## src/rtl/core/c402_pkg.sv

```systemverilog
// shared types and constants for the cia402 drive state master
`default_nettype none
package c402_pkg;

    typedef enum logic [1:0] {
        OP_SYNC  = 2'd0,
        OP_WRITE = 2'd1,
        OP_HALT  = 2'd2,
        OP_NOP   = 2'd3
    } opcode_t;

    typedef enum logic [2:0] {
        ST_NOT_READY    = 3'd0,
        ST_DISABLED     = 3'd1,
        ST_READY        = 3'd2,
        ST_SWITCHED_ON  = 3'd3,
        ST_ENABLED      = 3'd4,
        ST_QUICKSTOP    = 3'd5,
        ST_FAULT_REACT  = 3'd6,
        ST_FAULT        = 3'd7
    } dev_state_t;

    typedef enum logic [0:0] {
        CFG_TARGET_ENABLE = 1'b0,
        CFG_HOMING_ENABLE = 1'b1
    } cfg_index_t;

    localparam logic [7:0] MODE_PP     = 8'd1;
    localparam logic [7:0] MODE_VL     = 8'd2;
    localparam logic [7:0] MODE_PV     = 8'd3;
    localparam logic [7:0] MODE_HOMING = 8'd6;
    localparam logic [7:0] MODE_IP     = 8'd7;
    localparam logic [6:0] MODE_REQ_HOMING = 7'd6;
    localparam logic [6:0] MODE_REQ_NONE   = 7'd0;

    localparam logic [15:0] SW_MASK      = 16'h006F;
    localparam logic [15:0] HOMING_BITS  = 16'h3400;
    localparam logic [15:0] HOMING_OK    = 16'h1400;
    localparam logic [15:0] CW_MODE_BITS = 16'h0070;
    localparam logic [15:0] CW_MODE0     = 16'h0010;
    localparam logic [15:0] CW_HALT      = 16'h0100;

    localparam logic [7:0] PAT_SHUTDOWN  = 8'h06;
    localparam logic [7:0] PAT_SWITCH_ON = 8'h07;
    localparam logic [7:0] PAT_DISABLE_V = 8'h00;
    localparam logic [7:0] PAT_QUICKSTOP = 8'h02;
    localparam logic [7:0] PAT_ENABLE_OP = 8'h0F;
    localparam logic [7:0] PAT_FAULT_RST = 8'h80;

    typedef struct packed {
        logic [1:0]        opcode;
        logic [15:0]       drive_status;
        logic signed [7:0] mode_display;
        logic              position_changed;
    } in_item_t;

    typedef struct packed {
        logic [15:0] ctrl_word;
        logic [2:0]  device_state;
        logic        unknown_status;
        logic        transition_pending;
        logic [6:0]  mode_request;
        logic        homing_done;
        logic        motor_ready;
    } out_item_t;

    // classified command handed from front to back
    typedef struct packed {
        opcode_t    op;
        dev_state_t state;
        logic       unknown;
        logic       homing_ok;
        logic [7:0] mode;
        logic       position_changed;
    } cmd_t;

    localparam int unsigned QUEUE_DEPTH = 2;
    localparam int unsigned QUEUE_PTR_W = 1;
    localparam int unsigned QUEUE_CNT_W = 2;

endpackage
`default_nettype wire

```

## src/rtl/core/cia402_drive_state_master_core.sv

```systemverilog
// top level of the cia402 drive state master
// usage:
//   in channel (in_valid, in_stall, in_data) carries one word per item: opcode
//   sync, write mode bits, halt or nop, with the drive status word and mode display.
//   out channel (out_valid, out_stall, out_data) returns exactly one result word
//   per input word, in order: control word, device state and status flags.
//   cfg channel (cfg_valid, cfg_ready, cfg_index, cfg_data) writes target
//   enable (index 0) or homing enable (index 1); cfg_ready is always high.
//   writing homing enable also rearms the homing pending flag.
// timing:
//   a word is classified in the front end, waits in a two-entry queue and is
//   carried out by the back end, which registers the result. the word enters
//   the queue at the accepting edge and the result register when popped.
//   while out_stall is low one word per cycle is sustained, and the back end
//   retires one word per cycle.
// reset: drive state not ready, control word zero, config and flags cleared.
// stall: while out_stall is high the result holds, the queue fills, and
//   in_stall rises once both queue entries are occupied.
`default_nettype none
module cia402_drive_state_master_core
    import c402_pkg::*;
(
    input  wire logic      clk,
    input  wire logic      rst_n,
    input  wire logic      in_valid,
    output logic           in_stall,
    input  wire in_item_t  in_data,
    output logic           out_valid,
    input  wire logic      out_stall,
    output out_item_t      out_data,
    input  wire logic      cfg_valid,
    output logic           cfg_ready,
    input  wire logic      cfg_index,
    input  wire logic      cfg_data
);

    logic push;
    cmd_t push_cmd;
    logic queue_full;
    logic queue_valid;
    cmd_t queue_head;
    logic pop;

    assign cfg_ready = 1'b1;

    c402_front u_front (
        .in_valid   (in_valid),
        .in_stall   (in_stall),
        .in_data    (in_data),
        .queue_full (queue_full),
        .push       (push),
        .push_cmd   (push_cmd)
    );

    c402_queue u_queue (
        .clk       (clk),
        .rst_n     (rst_n),
        .push      (push),
        .push_cmd  (push_cmd),
        .pop       (pop),
        .full      (queue_full),
        .not_empty (queue_valid),
        .head      (queue_head)
    );

    c402_back u_back (
        .clk       (clk),
        .rst_n     (rst_n),
        .cfg_write (cfg_valid && cfg_ready),
        .cfg_index (cfg_index),
        .cfg_data  (cfg_data),
        .cmd_valid (queue_valid),
        .cmd       (queue_head),
        .pop       (pop),
        .out_valid (out_valid),
        .out_stall (out_stall),
        .out_data  (out_data)
    );

endmodule
`default_nettype wire

```

## src/rtl/core/c402_front.sv

```systemverilog
// front end: accepts items, decodes the status word and classifies the opcode
`default_nettype none
module c402_front
    import c402_pkg::*;
(
    input  wire logic     in_valid,
    output logic          in_stall,
    input  wire in_item_t in_data,
    input  wire logic     queue_full,
    output logic          push,
    output cmd_t          push_cmd
);

    logic [6:0]  sw_masked;
    logic [2:0]  dec_state;
    logic        dec_unknown;

    assign in_stall  = queue_full;
    assign push      = in_valid && !queue_full;
    assign sw_masked = in_data.drive_status[6:0] & SW_MASK[6:0];

    always_comb
    begin
        dec_state   = 3'd0;
        dec_unknown = 1'b0;
        case (sw_masked)
            7'h00, 7'h20: dec_state = ST_NOT_READY;
            7'h40, 7'h60: dec_state = ST_DISABLED;
            7'h21:        dec_state = ST_READY;
            7'h23:        dec_state = ST_SWITCHED_ON;
            7'h27:        dec_state = ST_ENABLED;
            7'h07:        dec_state = ST_QUICKSTOP;
            7'h0F, 7'h2F: dec_state = ST_FAULT_REACT;
            7'h08, 7'h28: dec_state = ST_FAULT;
            default:      dec_unknown = 1'b1;
        endcase
    end

    always_comb
    begin
        push_cmd.op               = opcode_t'(in_data.opcode);
        push_cmd.state            = dev_state_t'(dec_state);
        push_cmd.unknown          = dec_unknown;
        push_cmd.homing_ok        = (in_data.drive_status & HOMING_BITS) == HOMING_OK;
        push_cmd.mode             = in_data.mode_display;
        push_cmd.position_changed = in_data.position_changed;
    end

endmodule
`default_nettype wire

```

## src/rtl/core/c402_queue.sv

```systemverilog
// two-entry command queue between front and back
`default_nettype none
module c402_queue
    import c402_pkg::*;
(
    input  wire logic clk,
    input  wire logic rst_n,
    input  wire logic push,
    input  wire cmd_t push_cmd,
    input  wire logic pop,
    output logic      full,
    output logic      not_empty,
    output cmd_t      head
);

    cmd_t                   entry_reg [QUEUE_DEPTH];
    logic [QUEUE_PTR_W-1:0] wr_ptr_reg;
    logic [QUEUE_PTR_W-1:0] rd_ptr_reg;
    logic [QUEUE_CNT_W-1:0] count_reg;
    logic [QUEUE_CNT_W-1:0] count_next;

    assign full      = count_reg == QUEUE_CNT_W'(QUEUE_DEPTH);
    assign not_empty = count_reg != '0;
    assign head      = entry_reg[rd_ptr_reg];

    always_comb
    begin
        count_next = count_reg;
        if (push && !pop)
        begin
            count_next = count_reg + 1'b1;
        end
        else if (pop && !push)
        begin
            count_next = count_reg - 1'b1;
        end
    end

    always_ff @(posedge clk or negedge rst_n)
    begin
        if (!rst_n)
        begin
            wr_ptr_reg <= '0;
            rd_ptr_reg <= '0;
            count_reg  <= '0;
        end
        else
        begin
            if (push)
            begin
                wr_ptr_reg <= wr_ptr_reg + 1'b1;
            end
            if (pop)
            begin
                rd_ptr_reg <= rd_ptr_reg + 1'b1;
            end
            count_reg <= count_next;
        end
    end

    always_ff @(posedge clk)
    begin
        if (push)
        begin
            entry_reg[wr_ptr_reg] <= push_cmd;
        end
    end

endmodule
`default_nettype wire

```

## src/rtl/core/c402_back.sv

```systemverilog
// back end: drive state, control word update and the result register
`default_nettype none
module c402_back
    import c402_pkg::*;
(
    input  wire logic clk,
    input  wire logic rst_n,
    input  wire logic cfg_write,
    input  wire logic cfg_index,
    input  wire logic cfg_data,
    input  wire logic cmd_valid,
    input  wire cmd_t cmd,
    output logic      pop,
    output logic      out_valid,
    input  wire logic out_stall,
    output out_item_t out_data
);

    logic       target_enable_reg;
    logic       homing_enable_reg;
    logic [2:0] drive_state_reg;
    logic [2:0] drive_state_next;
    logic [15:0] control_bits_reg;
    logic [15:0] control_bits_next;
    logic       homing_pending_reg;
    logic       homing_pending_next;
    logic       new_target_reg;
    logic       new_target_next;
    logic [7:0] current_mode_reg;
    logic [7:0] current_mode_next;
    logic       out_valid_reg;
    out_item_t  out_data_reg;
    out_item_t  out_data_next;

    logic [2:0] target;
    logic       to_enable;
    logic       load_pat;
    logic [7:0] pat;

    assign pop       = cmd_valid && (!out_valid_reg || !out_stall);
    assign out_valid = out_valid_reg;
    assign out_data  = out_data_reg;
    assign to_enable = target_enable_reg;
    assign target    = target_enable_reg ? ST_ENABLED : ST_DISABLED;

    // next transition pattern from the state after decode
    always_comb
    begin
        load_pat = 1'b0;
        pat      = PAT_DISABLE_V;
        case (drive_state_next)
            ST_FAULT:
            begin
                load_pat = 1'b1;
                pat      = PAT_FAULT_RST;
            end
            ST_NOT_READY, ST_DISABLED:
            begin
                load_pat = to_enable;
                pat      = PAT_SHUTDOWN;
            end
            ST_READY:
            begin
                load_pat = 1'b1;
                pat      = to_enable ? PAT_SWITCH_ON : PAT_DISABLE_V;
            end
            ST_SWITCHED_ON:
            begin
                load_pat = 1'b1;
                pat      = to_enable ? PAT_ENABLE_OP : PAT_QUICKSTOP;
            end
            ST_ENABLED:
            begin
                load_pat = !to_enable;
                pat      = PAT_DISABLE_V;
            end
            ST_QUICKSTOP:
            begin
                load_pat = 1'b1;
                pat      = to_enable ? PAT_ENABLE_OP : PAT_DISABLE_V;
            end
            default:
            begin
                load_pat = 1'b0;
                pat      = PAT_DISABLE_V;
            end
        endcase
    end

    always_comb
    begin
        drive_state_next    = drive_state_reg;
        control_bits_next   = control_bits_reg;
        homing_pending_next = homing_pending_reg;
        new_target_next     = new_target_reg;
        current_mode_next   = current_mode_reg;
        out_data_next       = '0;

        case (cmd.op)
            OP_SYNC:
            begin
                control_bits_next = control_bits_reg & ~CW_HALT;
                if (!cmd.unknown)
                begin
                    drive_state_next = cmd.state;
                end
                current_mode_next = cmd.mode;
                out_data_next.unknown_status = cmd.unknown;
                if (drive_state_next != target)
                begin
                    if (load_pat)
                    begin
                        control_bits_next = {control_bits_next[15:8], pat};
                    end
                    out_data_next.transition_pending = 1'b1;
                end
                else if (homing_pending_reg)
                begin
                    out_data_next.mode_request = MODE_REQ_HOMING;
                    if (cmd.mode == MODE_HOMING)
                    begin
                        control_bits_next = control_bits_next | CW_MODE0;
                        if (cmd.homing_ok)
                        begin
                            homing_pending_next       = 1'b0;
                            out_data_next.homing_done = 1'b1;
                        end
                    end
                end
                else
                begin
                    out_data_next.motor_ready = 1'b1;
                end
            end
            OP_WRITE:
            begin
                if (drive_state_reg == ST_ENABLED)
                begin
                    case (current_mode_reg)
                        MODE_PP:
                        begin
                            if (new_target_reg)
                            begin
                                control_bits_next = control_bits_reg & ~CW_MODE_BITS;
                                new_target_next   = 1'b0;
                            end
                            else if (cmd.position_changed)
                            begin
                                new_target_next   = 1'b1;
                                control_bits_next = (control_bits_reg & ~CW_MODE_BITS)
                                                    | CW_MODE0;
                            end
                        end
                        MODE_PV:
                        begin
                            control_bits_next = control_bits_reg & ~CW_MODE_BITS;
                        end
                        MODE_IP:
                        begin
                            control_bits_next = (control_bits_reg & ~CW_MODE_BITS) | CW_MODE0;
                        end
                        MODE_VL:
                        begin
                            control_bits_next = control_bits_reg | CW_MODE_BITS;
                        end
                        default:
                        begin
                            control_bits_next = control_bits_reg;
                        end
                    endcase
                end
            end
            OP_HALT:
            begin
                control_bits_next = control_bits_reg | CW_HALT;
            end
            default:
            begin
                control_bits_next = control_bits_reg;
            end
        endcase

        out_data_next.ctrl_word    = control_bits_next;
        out_data_next.device_state = drive_state_next;
    end

    always_ff @(posedge clk or negedge rst_n)
    begin
        if (!rst_n)
        begin
            target_enable_reg  <= 1'b0;
            homing_enable_reg  <= 1'b0;
            drive_state_reg    <= ST_NOT_READY;
            control_bits_reg   <= '0;
            homing_pending_reg <= 1'b0;
            new_target_reg     <= 1'b0;
            current_mode_reg   <= '0;
            out_valid_reg      <= 1'b0;
        end
        else
        begin
            if (cfg_write && cfg_index == CFG_TARGET_ENABLE)
            begin
                target_enable_reg <= cfg_data;
            end
            // homing enable also rearms the pending flag
            if (cfg_write && cfg_index == CFG_HOMING_ENABLE)
            begin
                homing_enable_reg  <= cfg_data;
                homing_pending_reg <= cfg_data;
            end
            else if (pop)
            begin
                homing_pending_reg <= homing_pending_next;
            end
            if (pop)
            begin
                drive_state_reg  <= drive_state_next;
                control_bits_reg <= control_bits_next;
                new_target_reg   <= new_target_next;
                current_mode_reg <= current_mode_next;
                out_valid_reg    <= 1'b1;
            end
            else if (!out_stall)
            begin
                out_valid_reg <= 1'b0;
            end
        end
    end

    always_ff @(posedge clk)
    begin
        if (pop)
        begin
            out_data_reg <= out_data_next;
        end
    end

    a_ready_not_pending: assert property (@(posedge clk) disable iff (!rst_n)
        out_valid_reg |-> !(out_data_reg.motor_ready && out_data_reg.transition_pending))
        else $error("motor ready while transition pending");

    a_done_needs_homing: assert property (@(posedge clk) disable iff (!rst_n)
        (out_valid_reg && out_data_reg.homing_done)
            |-> out_data_reg.mode_request == MODE_REQ_HOMING)
        else $error("homing done without homing mode request");

    a_non_sync_flags_clear: assert property (@(posedge clk) disable iff (!rst_n)
        (pop && cmd.op != OP_SYNC) |=> (out_data_reg.unknown_status == 1'b0
            && out_data_reg.transition_pending == 1'b0 && out_data_reg.motor_ready == 1'b0
            && out_data_reg.homing_done == 1'b0 && out_data_reg.mode_request == MODE_REQ_NONE))
        else $error("status flags set on a non-sync word");

    a_state_follows_result: assert property (@(posedge clk) disable iff (!rst_n)
        pop |=> out_data_reg.device_state == drive_state_reg)
        else $error("reported state differs from stored state");

    homing_enable_used: assert property (@(posedge clk) disable iff (!rst_n)
        (pop && out_data_next.homing_done) |-> homing_enable_reg || homing_pending_reg)
        else $error("homing finished while not armed");

endmodule
`default_nettype wire
```

## config.mk

```make
export PLATFORM = sky130hd
export DESIGN_NAME = cia402_drive_state_master_core
export DESIGN_NICKNAME = d
export VERILOG_FILES = /design/src/rtl/core/c402_pkg.sv /design/src/rtl/core/cia402_drive_state_master_core.sv /design/src/rtl/core/c402_front.sv /design/src/rtl/core/c402_queue.sv /design/src/rtl/core/c402_back.sv
export SDC_FILE = /design/constraint.sdc
export NUM_CORES = 1
export LEC_CHECK = 0
export BUFFER_PORTS_ARGS = -buffer_cell sky130_fd_sc_hd__buf_4
export CAP_MARGIN = 20
export CORE_ASPECT_RATIO = 1.25
export CORE_MARGIN = 2
export CORE_UTILIZATION = 30
export CTS_CLUSTER_SIZE = 12
export DETAILED_ROUTE_END_ITERATION = 10
export PLACE_DENSITY = 0.5
export SYNTH_ARGS = -nofsm -noshare
export SYNTH_HDL_FRONTEND = slang
export SYNTH_SLANG_ARGS = --single-unit
```

## constraint.sdc

```tcl
create_clock -name clk -period 2.4 [get_ports clk]
set_clock_uncertainty 0.15 [all_clocks]
set_input_delay 0.36 -clock clk [delete_from_list [all_inputs] [get_ports clk]]
set_output_delay 0.36 -clock clk [all_outputs]
set_load 0.02 [all_outputs]
```

# == After elaboration in Yosys (flattened, before gate mapping) ==
# Memories as Yosys holds them, arrays and structs flattened.
# Index checks and enable logic that the tools add are counted.
# totals
latchBits,0
out_inout_bits,33
word_cells,127
mem_bits_ro,0
mem_bits_rw,32
inputBits,34
mem_count,1
ff_bits,65
# op_classes
div,0
order_cmp,0
n_mux,40
n_bitwise,4
multipliers,0
n_eq_ne,30
n_reduce_logical,31
addsub,4
n_shift,0
# mem_list
memory,words,width,rd,rd_ports_with_merged_regs,wr,line,text
u_queue.entry_reg,2,16,1,0,1,c402_queue.sv:16,cmd_t entry_reg [QUEUE_DEPTH];
# ops
operator,n
one-hot mux 8 bit (5 select lines),1
== test 6 x 5 -> 1 bit (second input constant),6
one-hot mux 7 bit (4 select lines),1
one-hot mux 9 bit (3 select lines),1
2-to-1 mux 7 bit,3
one-hot mux 3 bit (7 select lines),1
2-to-1 mux 1 bit,18
== test 8 x 2 -> 1 bit (second input constant),2
== test 8 x 3 -> 1 bit (second input constant),2
2-to-1 mux 8 bit,2
2-to-1 mux 3 bit,5
== test 3 bit (second input constant),4
== test 6 x 4 -> 1 bit (second input constant),2
== test 6 bit (second input constant),2
2-to-1 mux 4 bit,3
OR reduction 12 bit,1
2-to-1 mux 5 bit,2
OR reduction 2 bit,5
== test 3 x 2 -> 1 bit (second input constant),3
== test 8 x 1 -> 1 bit (second input constant),1
nonzero test 2 bit,4
OR reduction 4 bit,2
logical NOT 7 bit,1
== test 6 x 3 -> 1 bit (second input constant),1
20 further kinds,36

# == Logic depth before layout (Yosys ltp) ==
# An unclocked memory read counts as a cell.
# depth
depth_word,10
mapped_depth,8
mapped_depth_nobuf,7

# == Hierarchy ==
# Synthesis repeated with hierarchy kept, for this count alone.
# hier_totals
hier_cells,322
hier_area_um2,3916.3
# by_module_without_submodules
mod,area_each_um2,n_inst,cells_each
c402_back,2248.4,1,217
c402_queue,1395.1,1,66
c402_front,261.5,1,37
cia402_drive_state_master_core,11.3,1,2

# == Least setup slack after synthesis ==
# OpenSTA, ideal clock, no wires.
# synth_path
kind,register to register
start,mem u_queue.entry_reg[1][15] in the netlist's numbering
end,"reg u_back.out_data_reg, in the netlist u_back.out_data[21] (data pin)"
setup_slack_ps,-190
path_stages_with_launch,8
t_arrival_ps,2178
setup_time_ps,262
synth_period_minus_slack_ps,2590
t_required_ps,1988
cell_sequence,edfxtp_1 > or3b_4 > and2_1 > buf_6 > a211oi_2 > mux2i_2 > nand2_2 > mux2_1
# synth_between
elab_chain_len,9
elab_cells_between_ends,19
# synth_rtl
element,line,text
from (decl),c402_queue.sv:16,
memory (2 x 16 bit) *,n/a,
logical NOT 2 bit,c402_back.sv:99,case (cmd.op)
2-to-1 mux 3 bit,c402_back.sv:99,
== test 3 bit (tied with other cells),c402_back.sv:51,case (drive_state_next)
OR reduction 4 bit (no source line) / OR reduction 2 bit (equally long branches),n/a,
one-hot mux 1 bit (3 select lines) / one-hot mux 8 bit (5 select lines) (equally long branches),c402_back.sv:51,
2-to-1 mux 8 bit,c402_back.sv:111,if (load_pat)
2-to-1 mux 8 bit,c402_back.sv:109,if (drive_state_next != target)
one-hot mux 9 bit (3 select lines) *,c402_back.sv:99,
named net u_back.control_bits_next[7],c402_back.sv:24,logic [15:0] control_bits_next;
to (signal assigned),c402_back.sv:235,out_data_reg <= out_data_next;
to (decl),c402_back.sv:32,out_item_t out_data_reg;
# Mark *: on every way through the listed nets, which the timed path passes. The rest lies on a longest branch.
# A chain may end at the register's enable or synchronous reset.

# == Worst setup path in the final report ==
# layout_path
start,mem u_queue.entry_reg[1][14] in the netlist's numbering
end,"reg u_back.out_data_reg, in the netlist u_back.out_data[19] (data pin)"
# layout_between
elab_chain_len,9
elab_cells_between_ends,18
# layout_rtl
element,line
memory (2 x 16 bit) *,n/a
logical NOT 2 bit,c402_back.sv:99
2-to-1 mux 3 bit,c402_back.sv:99
== test 3 bit (tied with other cells),c402_back.sv:51
OR reduction 4 bit (no source line) / OR reduction 2 bit (equally long branches),n/a
one-hot mux 1 bit (3 select lines),c402_back.sv:51
2-to-1 mux 8 bit,c402_back.sv:111
2-to-1 mux 8 bit,c402_back.sv:109
one-hot mux 9 bit (3 select lines) *,c402_back.sv:99
named net u_back.control_bits_next[5],c402_back.sv:24
# Marks and branches as above.

==> reports/results.txt <==
status = finished with violations
violated checks = setup timing
worst reg2reg path startpoint = u_queue.entry_reg[1][14]
net total in the final layout = 442
buffers added on ports = 46
startpoint of the lowest-slack hold path = in_data[5]
wl on met1 = 3690 µm
Slowest Stage Delay on Critical Path = 0.44 ns
ordered list of cells on the worst path = or3b_4, and2_4, a211oi_4, mux2i_4, buf_6, o211ai_1, a21o_1
Detailed Route WL = 8100 µm
final-report hold violation count = 0
# Max-Cap Violations = 0
count of flip-flops with a built-in enable after synthesis = 49
mean post-synth cell area = 11.8 µm²
total number of H-tree levels = 3
largest net degree at the start of global routing = 29
RePlAce Congestion = 0.780
power per cell area = 1210 nW/µm²
DR iter-0 viols = 108
worst hold path stage count = 1
VDD IR-drop max = 0.000441 V
total area of multi-input combinational cells = 1520 µm²
topmost layer with routed signal wires = met4
number of antenna violations at the first check in global routing = 0
Met2 Routed Length = 3960 µm
starting density of the core = 30.7%
top cell type's share of synthesized area = 39.5%
Slowest cell on crit path = sky130_fd_sc_hd__edfxtp_1
Filler cells = 1191
Post-DP HPWL = 5800 µm
final critical-path required period = 2.41 ns
unrepaired setup endpoints after global routing = yes
total DRC errors in the routed layout = 0
Largest register FFs = 32
post-route antenna net violation count = 0
post-placement cell count = 553
vias after detailed routing = 2693
signed area change from the synthesized netlist to the final layout = 33.5%
Primary FF master, synth = sky130_fd_sc_hd__edfxtp_1
count of placed standard cells in the final layout, fillers left out = 576
number of synthesized register bits = 77
Synthesis Warnings = 0
required time worst endpoint = 2.34 ns
clock tree from TritonCTS = built
end point of the worst hold path = u_queue.entry_reg[1][5]
fraction of registers with async set/reset = 36.4%
achievable clock frequency = 414 MHz
via-per-instance ratio = 4.68
minimum setup slack in the final design = -0.0128 ns
boundary pin count = 67
Core Rows = 45
latest clock arrival within the worst-skew pair = 0.34 ns
leak pwr = 2.03 nW
number of cell instances on the worst register-to-register path = 7
vias in the first global route = 2680
core footprint = 12100 µm²
Clock Path Buffers = 2
endpoint class of the critical path = flop
main area contributors after synthesis = sky130_fd_sc_hd__edfxtp_1, sky130_fd_sc_hd__dfrtp_1, sky130_fd_sc_hd__mux2i_1
number of buffers added by the clock tree synthesis step = 9
overflow left after global routing = 0
overall power after layout = 6.00 mW
aggregate global-route resource usage = 12.5%
sequential share of the synthesized area = 58.4%
startpoint class of the critical path = flop
number of sinks driven by the clock tree = 77
count leader, synth = sky130_fd_sc_hd__edfxtp_1
wire length of the first global-routing pass = 13100 µm
proportion of layout cells with a drive suffix above 1 = 34.2%
clock-pin slew of the registers on the worst-case setup and hold paths = 0.06 ns
DIE AREA = 13300 µm²
die outline height = 129 µm
total of endpoints with negative setup slack in the final report = 3
distinct cell type count of the synthesized netlist = 64
flop-to-flop setup slack = -0.01 ns
Final Cycle Share = 101%
FF+latch area = 2170 µm²
type of the worst setup path = flop to flop
total count of max-transition violations in the final report = 0
endpoint arrival time on the critical path = 2.36 ns
first-pass iteration count of the detailed router = 6
number of antenna repair diodes = 0
die width = 104 µm
Post-Synthesis Cells = 315
CTS root buffer = sky130_fd_sc_hd__clkbuf_16
Hold WC Path Type = primary input to flop
synth cell count leaders = sky130_fd_sc_hd__edfxtp_1, sky130_fd_sc_hd__dfrtp_1, sky130_fd_sc_hd__nor2_1
endpoint of the worst-slack reg-to-reg timing path = u_back.out_data[19]
post-synth top area cell = sky130_fd_sc_hd__edfxtp_1
routed wire length per instance = 14.1 µm
netlist area before placement = 3720 µm²
met3 WL = 319 µm
critical-path maximum fanout = 4
## critical path, delay by kind of cell, from the launching register on
| kind | cells | cell delay (ns) |
|---|---|---|
| AO/OA/AOI/OAI | 3 | 0.56 |
| multiplexers | 1 | 0.30 |
| flip-flops | 1 | 0.44 |
| AND/OR/NAND/NOR | 2 | 0.58 |
| buffers and inverters | 1 | 0.14 |
## what timing repair did
action,in CTS,in global routing
gates resized for setup,6,21
pin swaps,1,9
buffers inserted,1,5
hold buffers,1,0
endpoints found under the setup margin,10,16
endpoints found under the hold margin,28,0
cloned,0,0
## worst max path at each step
stage	from	endpoint	slack, ns	cells after the start
detailed placement	u_back.target_enable_reg	u_back.out_data[21]	-0.12	6
global route	u_queue.entry_reg[1][14]	u_back.out_data[19]	-0.1	7
finish	u_queue.entry_reg[1][14]	u_back.out_data[19]	-0.01	7
CTS	u_queue.rd_ptr_reg	u_back.out_data[19]	-0.03	7
global placement	u_back.target_enable_reg	u_back.out_data[21]	-0.13	6
floorplan	u_queue.entry_reg[1][15]	u_back.out_data[21]	-0.15	7
## stage by stage
stage / util [%] / setup TNS (ns) / setup slack [ns] / hold WS [ns] / instance area (µm²)
after floorplan: - / -0.330 / -0.146 / -0.0856 / 3760
after global routing: 41.0 / -0.576 / -0.0991 / 0.0384 / 4970
after global placement: 36.9 / -0.347 / -0.131 / 0.169 / 4470
after detailed placement: 36.9 / -0.370 / -0.123 / 0.171 / 4470
final: 41.0 / -0.0249 / -0.0128 / 0.0532 / 4970
after CTS: 39.8 / -0.0710 / -0.0270 / 0.0409 / 4820
## power by group
group,total (mW),internal [mW],leakage (nW),switching [mW]
registers,2.20,1.93,0.800,0.277
logic,2.41,1.13,1.09,1.28
clock network,1.38,0.819,0.147,0.563
## layer usage
metal,GRT usage (%),vias up
met1,15.7,1295
met3,3.60,8
li1,-,1334
met4,5.01,0
met5,0,-
met2,20.6,56
## cells by family after synthesis
kind of cell | Yosys count | share of synthesized area (%)
and+or+nand+nor | 104 | 14.7
DFF | 77 | 58.4
AOI/OAI and AO/OA | 68 | 13.4
buffers and inverters | 34 | 5.14
muxes | 22 | 6.19
xor gates and xnor gates | 7 | 1.65
other | 2 | 0.202
adders and majority gates | 1 | 0.336
## cells in the final DEF (no fill, tap or decap), types with 4 or more instances in the layout
cell type                    n
sky130_fd_sc_hd__xnor2_1     4
sky130_fd_sc_hd__nor2_1     23
sky130_fd_sc_hd__conb_1     13
sky130_fd_sc_hd__clkbuf_16   9
sky130_fd_sc_hd__mux2i_1    13
sky130_fd_sc_hd__buf_6       4
sky130_fd_sc_hd__nor3_1      4
sky130_fd_sc_hd__buf_4      89
sky130_fd_sc_hd__dfrtp_1    28
sky130_fd_sc_hd__a21oi_1    18
sky130_fd_sc_hd__nand2_1    23
sky130_fd_sc_hd__nand3_1     7
sky130_fd_sc_hd__nand2b_1    7
sky130_fd_sc_hd__o21ai_0     5
sky130_fd_sc_hd__inv_1      10
sky130_fd_sc_hd__nor2b_1     6
sky130_fd_sc_hd__edfxtp_1   49
sky130_fd_sc_hd__nor4_1      5
## cell type report
cell class,count,area share (%)
tap,164,4.13
multi-input combinational,215,30.7
timing repair buffer,94,14.6
clock buffer,9,4.53
sequential,77,43.7
clock inverter,7,1.64
inverter,10,0.755
(Power assumes the default switching activity.)
